<file path="src/rtl/rte_pkg.sv">
// ----------------------------------------------------------------------------
// rte_pkg
// Shared types and constants for the retransmission timeout estimator.
// ----------------------------------------------------------------------------
package rte_pkg;

  typedef enum logic [1:0] {
    OP_INIT     = 2'd0,
    OP_NEW_PKT  = 2'd1,
    OP_RESPONSE = 2'd2,
    OP_TIMEOUT  = 2'd3
  } op_t;

  typedef enum logic [1:0] {
    CFG_RTO_MIN     = 2'd0,
    CFG_RTO_MAX     = 2'd1,
    CFG_MAX_RETRANS = 2'd2,
    CFG_UNUSED      = 2'd3
  } cfg_idx_t;

  localparam int CNT_W = 4;
  localparam int OP_W  = 2;
  localparam int IDX_W = 2;

  localparam logic [CNT_W-1:0] CNT_SAT           = 4'd15;
  localparam logic [CNT_W-1:0] MAX_RETRANS_RESET = 4'd3;

  // Wide enough to truncate to any supported time width
  localparam logic [63:0] DEV_INIT_C    = 64'd3000000;
  localparam logic [63:0] RTO_MIN_RST_C = 64'd2000000;
  localparam logic [63:0] RTO_MAX_RST_C = 64'd60000000;

endpackage

</file>
<file path="src/rtl/rte_in_if.sv">
// ----------------------------------------------------------------------------
// rte_in_if
// Event item channel: op code and measured round trip time.
// ----------------------------------------------------------------------------
interface rte_in_if #(
  parameter int TIME_WIDTH = 26
);
  logic                  valid;
  logic                  ready;
  logic [1:0]            op;
  logic [TIME_WIDTH-1:0] measured_rtt;

  modport source (output valid, output op, output measured_rtt, input ready);
  modport sink   (input valid, input op, input measured_rtt, output ready);
endinterface

</file>
<file path="src/rtl/rte_out_if.sv">
// ----------------------------------------------------------------------------
// rte_out_if
// Result item channel: timeout, give-up flag and retry count.
// ----------------------------------------------------------------------------
interface rte_out_if #(
  parameter int TIME_WIDTH = 26
);
  logic                  valid;
  logic                  ready;
  logic [TIME_WIDTH-1:0] rto;
  logic                  give_up;
  logic [3:0]            retry_count;

  modport source (output valid, output rto, output give_up, output retry_count,
                  input ready);
  modport sink   (input valid, input rto, input give_up, input retry_count,
                  output ready);
endinterface

</file>
<file path="src/rtl/rte_update.sv">
// ----------------------------------------------------------------------------
// rte_update
// Next-state logic: estimator update, RTO backoff, clamp and retry count.
// ----------------------------------------------------------------------------
module rte_update #(
  parameter int TIME_WIDTH = 26
) (
  input  rte_pkg::op_t                  op,
  input  logic [TIME_WIDTH-1:0]         measured_rtt,
  input  logic [TIME_WIDTH+3:0]         srtt,
  input  logic [TIME_WIDTH+2:0]         dev,
  input  logic [TIME_WIDTH-1:0]         rto,
  input  logic [rte_pkg::CNT_W-1:0]     cnt,
  input  logic [TIME_WIDTH-1:0]         rto_min,
  input  logic [TIME_WIDTH-1:0]         rto_max,
  input  logic [rte_pkg::CNT_W-1:0]     max_retrans,
  output logic [TIME_WIDTH+3:0]         srtt_nxt,
  output logic [TIME_WIDTH+2:0]         dev_nxt,
  output logic [TIME_WIDTH-1:0]         rto_nxt,
  output logic [rte_pkg::CNT_W-1:0]     cnt_nxt,
  output logic                          give_up
);
  import rte_pkg::*;

  localparam int TW = TIME_WIDTH;
  localparam logic [TW+2:0] DEV_INIT = DEV_INIT_C[TW+2:0];

  logic [TW:0]          srtt_div8;
  logic signed [TW+1:0] err;
  logic [TW+1:0]        err_abs;
  logic [TW+3:0]        srtt_upd;
  logic [TW+2:0]        dev_upd;
  logic [TW+3:0]        sum_upd;
  logic [TW+3:0]        clamp_in;
  logic [TW+3:0]        min_ext;
  logic [TW+3:0]        max_ext;
  logic [TW-1:0]        clamped;
  logic [CNT_W-1:0]     cnt_inc;

  assign srtt_div8 = srtt[TW+3:3];
  assign err       = $signed({2'b00, measured_rtt}) - $signed({1'b0, srtt_div8});
  assign err_abs   = err[TW+1] ? (TW+2)'(0) - err : err;
  assign srtt_upd  = srtt + {{2{err[TW+1]}}, err};
  assign dev_upd   = dev + {1'b0, err_abs} - {2'b00, dev[TW+2:2]};
  assign sum_upd   = {3'b000, srtt_upd[TW+3:3]} + {1'b0, dev_upd};
  assign cnt_inc   = (cnt == CNT_SAT) ? CNT_SAT : cnt + CNT_W'(1);
  assign min_ext   = {4'b0000, rto_min};
  assign max_ext   = {4'b0000, rto_max};

  always_comb begin
    case (op)
      OP_INIT:     clamp_in = {1'b0, DEV_INIT};
      OP_RESPONSE: clamp_in = sum_upd;
      OP_TIMEOUT:  clamp_in = {3'b000, rto, 1'b0};
      default:     clamp_in = {4'b0000, rto};
    endcase
  end

  // The minimum check has priority when the limits cross
  always_comb begin
    if (clamp_in < min_ext) begin
      clamped = rto_min;
    end else if (clamp_in > max_ext) begin
      clamped = rto_max;
    end else begin
      clamped = clamp_in[TW-1:0];
    end
  end

  always_comb begin
    srtt_nxt = srtt;
    dev_nxt  = dev;
    rto_nxt  = rto;
    cnt_nxt  = cnt;
    give_up  = 1'b0;
    case (op)
      OP_INIT: begin
        srtt_nxt = '0;
        dev_nxt  = DEV_INIT;
        rto_nxt  = clamped;
        cnt_nxt  = '0;
      end
      OP_NEW_PKT: begin
        cnt_nxt = '0;
      end
      OP_RESPONSE: begin
        // Karn: no sample from a retransmitted packet
        if (cnt == '0) begin
          srtt_nxt = srtt_upd;
          dev_nxt  = dev_upd;
          rto_nxt  = clamped;
        end
      end
      OP_TIMEOUT: begin
        rto_nxt = clamped;
        cnt_nxt = cnt_inc;
        give_up = (cnt_inc > max_retrans);
      end
      default: begin
        cnt_nxt = cnt;
      end
    endcase
  end

endmodule

</file>
<file path="src/rtl/rtt_retransmit_timeout_estimator.sv">
// ----------------------------------------------------------------------------
// rtt_retransmit_timeout_estimator
// Jacobson-Karels RTO estimator with Karn's rule and exponential backoff.
// ----------------------------------------------------------------------------
// Path: an accepted item goes through the input register, then the result reg.
// Throughput: one item per cycle while out_if.ready does not stall; the state update closes through one register.
// Reset (sync, rst_n low): registers to 2000000 / 60000000 / 3, estimators,
// RTO and retry count to their initial values; no clearing pass.
// ----------------------------------------------------------------------------
module rtt_retransmit_timeout_estimator #(
  parameter int TIME_WIDTH = 26
) (
  input  logic                          clk,
  input  logic                          rst_n,
  rte_in_if.sink                        in_if,
  rte_out_if.source                     out_if,
  input  logic                          cfg_we,
  input  logic [rte_pkg::IDX_W-1:0]     cfg_idx,
  input  logic [TIME_WIDTH-1:0]         cfg_wdata
);
  import rte_pkg::*;

  localparam int TW = TIME_WIDTH;
  localparam logic [TW+2:0] DEV_INIT    = DEV_INIT_C[TW+2:0];
  localparam logic [TW-1:0] RTO_MIN_RST = RTO_MIN_RST_C[TW-1:0];
  localparam logic [TW-1:0] RTO_MAX_RST = RTO_MAX_RST_C[TW-1:0];
  localparam logic [TW+2:0] RTO_RST_W =
    (DEV_INIT < {3'b000, RTO_MIN_RST}) ? {3'b000, RTO_MIN_RST} :
    (DEV_INIT > {3'b000, RTO_MAX_RST}) ? {3'b000, RTO_MAX_RST} : DEV_INIT;
  localparam logic [TW-1:0] RTO_RST = RTO_RST_W[TW-1:0];

  logic [TW-1:0]    rto_min_r;
  logic [TW-1:0]    rto_max_r;
  logic [CNT_W-1:0] max_retrans_r;

  logic             s1_valid_r;
  op_t              s1_op_r;
  logic [TW-1:0]    s1_rtt_r;

  logic [TW+3:0]    srtt_r, srtt_nxt;
  logic [TW+2:0]    dev_r, dev_nxt;
  logic [TW-1:0]    rto_r, rto_nxt;
  logic [CNT_W-1:0] cnt_r, cnt_nxt;
  logic             give_up_nxt;

  logic             out_valid_r;
  logic [TW-1:0]    out_rto_r;
  logic             out_give_up_r;
  logic [CNT_W-1:0] out_cnt_r;

  logic             out_free;
  logic             advance;

  assign out_free    = !out_valid_r || out_if.ready;
  assign advance     = s1_valid_r && out_free;
  assign in_if.ready = !s1_valid_r || out_free;

  assign out_if.valid       = out_valid_r;
  assign out_if.rto         = out_rto_r;
  assign out_if.give_up     = out_give_up_r;
  assign out_if.retry_count = out_cnt_r;

  // Configuration registers
  always_ff @(posedge clk) begin
    if (!rst_n) begin
      rto_min_r     <= RTO_MIN_RST;
      rto_max_r     <= RTO_MAX_RST;
      max_retrans_r <= MAX_RETRANS_RESET;
    end else if (cfg_we) begin
      case (cfg_idx_t'(cfg_idx))
        CFG_RTO_MIN:     rto_min_r     <= cfg_wdata;
        CFG_RTO_MAX:     rto_max_r     <= cfg_wdata;
        CFG_MAX_RETRANS: max_retrans_r <= cfg_wdata[CNT_W-1:0];
        default:         rto_min_r     <= rto_min_r;
      endcase
    end
  end

  // Input register
  always_ff @(posedge clk) begin
    if (!rst_n) begin
      s1_valid_r <= 1'b0;
    end else if (in_if.ready) begin
      s1_valid_r <= in_if.valid;
    end
  end

  always_ff @(posedge clk) begin
    if (in_if.ready && in_if.valid) begin
      s1_op_r  <= op_t'(in_if.op);
      s1_rtt_r <= in_if.measured_rtt;
    end
  end

  rte_update #(
    .TIME_WIDTH (TW)
  ) u_update (
    .op           (s1_op_r),
    .measured_rtt (s1_rtt_r),
    .srtt         (srtt_r),
    .dev          (dev_r),
    .rto          (rto_r),
    .cnt          (cnt_r),
    .rto_min      (rto_min_r),
    .rto_max      (rto_max_r),
    .max_retrans  (max_retrans_r),
    .srtt_nxt     (srtt_nxt),
    .dev_nxt      (dev_nxt),
    .rto_nxt      (rto_nxt),
    .cnt_nxt      (cnt_nxt),
    .give_up      (give_up_nxt)
  );

  // Estimator state
  always_ff @(posedge clk) begin
    if (!rst_n) begin
      srtt_r <= '0;
      dev_r  <= DEV_INIT;
      rto_r  <= RTO_RST;
      cnt_r  <= '0;
    end else if (advance) begin
      srtt_r <= srtt_nxt;
      dev_r  <= dev_nxt;
      rto_r  <= rto_nxt;
      cnt_r  <= cnt_nxt;
    end
  end

  // Result register
  always_ff @(posedge clk) begin
    if (!rst_n) begin
      out_valid_r <= 1'b0;
    end else if (out_free) begin
      out_valid_r <= s1_valid_r;
    end
  end

  always_ff @(posedge clk) begin
    if (advance) begin
      out_rto_r     <= rto_nxt;
      out_give_up_r <= give_up_nxt;
      out_cnt_r     <= cnt_nxt;
    end
  end

endmodule
</file>
<file path="src/flat_wrapper.sv">
// flat-port wrapper written by rule: the top's interface ports become plain ports
module rtt_retransmit_timeout_estimator_flat import rte_pkg::*;
#(
  parameter int TIME_WIDTH = 26
)
  (clk, rst_n, cfg_we, cfg_idx, cfg_wdata, in_if_valid, in_if_op, in_if_measured_rtt, in_if_ready, out_if_valid, out_if_rto, out_if_give_up, out_if_retry_count, out_if_ready);
  rte_in_if #(.TIME_WIDTH(TIME_WIDTH)) in_if_i ();
  rte_out_if #(.TIME_WIDTH(TIME_WIDTH)) out_if_i ();
  input  logic clk;
  input  logic rst_n;
  input  logic cfg_we;
  input  logic [rte_pkg::IDX_W-1:0] cfg_idx;
  input  logic [TIME_WIDTH-1:0] cfg_wdata;
  input wire logic [$bits(in_if_i.valid)-1:0] in_if_valid;
  input wire logic [$bits(in_if_i.op)-1:0] in_if_op;
  input wire logic [$bits(in_if_i.measured_rtt)-1:0] in_if_measured_rtt;
  output wire logic [$bits(in_if_i.ready)-1:0] in_if_ready;
  output wire logic [$bits(out_if_i.valid)-1:0] out_if_valid;
  output wire logic [$bits(out_if_i.rto)-1:0] out_if_rto;
  output wire logic [$bits(out_if_i.give_up)-1:0] out_if_give_up;
  output wire logic [$bits(out_if_i.retry_count)-1:0] out_if_retry_count;
  input wire logic [$bits(out_if_i.ready)-1:0] out_if_ready;
  assign in_if_i.valid = in_if_valid;
  assign in_if_i.op = in_if_op;
  assign in_if_i.measured_rtt = in_if_measured_rtt;
  assign in_if_ready = in_if_i.ready;
  assign out_if_valid = out_if_i.valid;
  assign out_if_rto = out_if_i.rto;
  assign out_if_give_up = out_if_i.give_up;
  assign out_if_retry_count = out_if_i.retry_count;
  assign out_if_i.ready = out_if_ready;
  rtt_retransmit_timeout_estimator #(.TIME_WIDTH(TIME_WIDTH)) u_core (.clk(clk), .rst_n(rst_n), .in_if(in_if_i), .out_if(out_if_i), .cfg_we(cfg_we), .cfg_idx(cfg_idx), .cfg_wdata(cfg_wdata));
endmodule
</file>
<file path="config.mk">
export PLATFORM = sky130hd
export DESIGN_NAME = rtt_retransmit_timeout_estimator_flat
export DESIGN_NICKNAME = d
export VERILOG_FILES = /design/src/rtl/rte_pkg.sv /design/src/rtl/rte_in_if.sv /design/src/rtl/rte_out_if.sv /design/src/rtl/rte_update.sv /design/src/rtl/rtt_retransmit_timeout_estimator.sv /design/src/flat_wrapper.sv
export SDC_FILE = /design/constraint.sdc
export NUM_CORES = 1
export LEC_CHECK = 0
export ABC_AREA = 0
export BUFFER_PORTS_ARGS = -buffer_cell sky130_fd_sc_hd__buf_4
export CAP_MARGIN = 20
export CELL_PAD_IN_SITES_DETAIL_PLACEMENT = 0
export CELL_PAD_IN_SITES_GLOBAL_PLACEMENT = 1
export CORE_AREA = 2 2 190 192
export DETAILED_ROUTE_END_ITERATION = 12
export DIE_AREA = 0 0 192 194
export GPL_ROUTABILITY_DRIVEN = 0
export PLACE_DENSITY_LB_ADDON = 0.1
export SETUP_SLACK_MARGIN = 0.15
export SLEW_MARGIN = 20
export SYNTH_ARGS = -nofsm -noshare
export SYNTH_HDL_FRONTEND = slang
export SYNTH_HIERARCHICAL = 1
export SYNTH_SLANG_ARGS = --single-unit
</file>
<file path="constraint.sdc">
create_clock -name clk -period 17.8 [get_ports clk]
set_clock_uncertainty 0.2 [all_clocks]
set_input_delay 1.78 -clock clk [delete_from_list [all_inputs] [get_ports clk]]
set_output_delay 1.78 -clock clk [all_outputs]
set_load 0.05 [all_outputs]
</file>
==> impl_metrics.toml <==
[logic_synthesis]
synth.avg_cell_area_um2 = 8.14
syn_inst = 2218
synth_xor_area_share_pct = 5.74
synthMuxAreaShare_pct = 5.83
synth_top_family_by_area = "compound AO/OA/AOI/OAI gates"
synth_fa_ha_area_share_pct = 15.4
yosysSeqAreaShare_pct = 26.1
synth_ff_type = "dfxtp_1"
syn-num-nets = 2483
synth-edff-count = 59
synth-compound-area-share_pct = 23.6
syn_area_mm2 = 0.0181
netlist-cell-type-count = 93
async_reset_ff_share_pct = 0
yosys_warnings = 6
ys_ff_latch = 206
synth-simple-area-share_pct = 16.1

[worst_hold_path]
worstHoldPathType = "reg2reg"
hp-start = "u_core/dev_r[0]"

[cells_and_area]
fill_cells = 3340
area_growth_pct = 10.7
drive_gt1_share_pct = 8.38
antenna_cells = 0
final_nets = 2525
final_cell_mix = "nand2_1, inv_1, ha_1, dfxtp_1, o21ai_0"
layout_commonest_cell = "nand2_1"

[timing]
drv_slew = 0
relSlewSlack_pct = 28.2
period_share_pct = 66.5
rsz0062_at_grt = "no"
setup_viol = 0
fin_setup_tns_ps = 0
min_period_ps = 11840
finalHoldViolations = 0
fmax_mhz = 84.5
setup_ws_ps = 5960
tightest_slew_ps = 1080

[clock_network]
clock_sinks = 206
cts_hold_buf = 0
cts-root-buf = "clkbuf_16"
cts_buffers = 27
cts_tree = "built"
h-tree-depth = 1
cts_resized = 0
max-clock-path-buffers = 3
cts.clk_slew.worst_paths_ps = 60
clk_latency_ps = 560
post-cts-setup-buffers = 0

[grt]
grt_max_degree = 139
antenna_found_initial = 0
grt_pass1_wl_mm = 81.3
track_usage_pct = 26.9
grt_pass1_vias = 15900
grt-ovfl-total = 0

[route]
antenna_left = 0
avgViaCountPerCell = 5.87
wl_per_cell_um = 18.3
via_count = 16100
routed_wl_mm = 50.2
firstDrtPassIters = 6
first_iter_violations = 892
drc = 0

[setup_path]
endpoint_kind = "flip-flop"
slowest_stage = "or4_1"
arrival_ps = 12060
r2r_slack_ps = 5960
cp_slowest_stage_delay_ps = 650
crit_type = "reg2reg"
required_ps = 18030
crit_start = "u_core/srtt_r[4]"
r2r_start = "u_core/srtt_r[4]"
path_max_fanout = 25
cp_common_cell = "nor2_1"
startpoint_type = "flip-flop"

[die]
initial_core_util_pct = 51.3
fp.dieH_um = 194
ios = 94
dieArea_mm2 = 0.0372
die_x_um = 192
fp.coreArea_mm2 = 0.0352
rows = 69

[pwr]
power.leakage_nw = 8.55
powerDensity_mw_per_mm2 = 170
max-vdd-ir-drop_uv = 116

[place]
hpwl_mm = 37.1
place_ws_ps = 6050
io_buffers = 93

[run_status]
outcome = "finished clean"

[run]
cap_viol_max_count = 0
-- worst max-delay path: cells and delay by family (launching register included) --
kind / cells / cell delay [ps]
AO/OA/AOI/OAI: 20 / 4540
XOR/XNOR: 2 / 390
adder cells (fa/ha/maj): 5 / 1860
buffers and inverters: 5 / 860
flip-flops: 1 / 370
multiplexers: 2 / 490
AND/OR/NAND/NOR: 15 / 3010
-- state kept, by name (all words and copies together), names as in the netlist, 26 cells and up --
register           count
u_core/srtt_r         30
u_core/rto_r          26
u_core/dev_r          29
u_core/out_if.rto     26
u_core/rto_max_r      26
u_core/s1_rtt_r       26
u_core/rto_min_r      26
-- kinds of logic (layout without fill, tap and decap cells) --
kind of cell / count (synthesis) / after routing
AO/OA/AOI/OAI: 632 / 632
AND/OR/NAND/NOR: 629 / 629
buffers and inverters: 328 / 390
flip-flops: 206 / 206
adder cells (fa/ha/maj): 204 / 204
XOR/XNOR: 115 / 115
multiplexers: 104 / 104
-- cell usage after synthesis, types with 9 or more instances --
master / number / share of area [%]
and3_1: 12 / 0.42
o21ai_1: 31 / 0.86
a31oi_1: 14 / 0.49
a21oi_1: 126 / 3.5
nand4_1: 20 / 0.69
o211ai_1: 25 / 1.0
buf_2: 11 / 0.30
a22o_1: 47 / 2.3
mux2i_1: 100 / 5.5
nor2b_1: 17 / 0.59
and2_1: 12 / 0.42
o21a_1: 27 / 1.1
xnor2_1: 65 / 3.2
buf_1: 18 / 0.37
edfxtp_1: 59 / 9.8
a221oi_1: 17 / 0.82
o311ai_0: 18 / 0.87
a22oi_1: 32 / 1.3
nand2b_1: 24 / 0.83
o21bai_1: 14 / 0.58
nand3_1: 92 / 2.6
a21o_1: 52 / 2.2
fa_1: 30 / 3.3
dfxtp_1: 147 / 16
o21ai_0: 135 / 3.7
nor3_1: 21 / 0.58
a211oi_1: 12 / 0.50
nand2_1: 306 / 6.4
ha_1: 174 / 12
clkbuf_1: 57 / 1.2
buf_4: 9 / 0.37
xor2_1: 47 / 2.3
o31ai_1: 13 / 0.54
nor2_1: 81 / 1.7
inv_1: 227 / 4.7
-- report_power, final --
group / switching (W) / total (W) / internal, W / leakage [nW]
clock network: 0.000223 / 0.000574 / 0.000351 / 0.457
registers: 0.0000323 / 0.000568 / 0.000536 / 1.77
logic: 0.00136 / 0.00226 / 0.000899 / 6.32
-- final timing paths --
check                      to  cells after the start
max          u_core/rto_r[10]                     49
min           u_core/dev_r[0]                      2
max reg2reg  u_core/rto_r[10]                     49
min reg2reg   u_core/dev_r[0]                      2
-- layer usage --
layer | global-route usage (%) | vias up | part of all wire [%]
met3 | 3.15 | 102 | 4.8
met4 | 9.47 | 0 | 3.6
met1 | 35.5 | 7611 | 45
met5 | 0 | - | 0
li1 | - | 7982 | -
met2 | 45.2 | 382 | 46
-- through the flow --
step / instances / hold slack (ps) / power [W] / utilization [%] / cell area [µm²]
3_3_place_gp: 2692 / 254 / 0.00278 / 54.1 / 19000
3_5_place_dp: 2692 / 273 / 0.00279 / 54.1 / 19000
2_1_floorplan: 2218 / 242 / 0.00230 / - / 18100
5_1_grt: 2741 / 306 / 0.00368 / 56.7 / 20000
4_1_cts: 2741 / 282 / 0.00339 / 56.7 / 20000
6_report: 2741 / 280 / 0.00340 / 56.7 / 20000
-- final cells by class --
class	count	area (µm²)	area share, %
Sequential cell	206	4710	23.6
Multi-Input combinational cell	1684	12000	60.3
Tap cell	461	577	2.89
Clock inverter	9	111	0.557
Timing Repair Buffer	113	852	4.26
Inverter	228	856	4.28
Clock buffer	40	828	4.14
(Power assumes the default switching activity.)
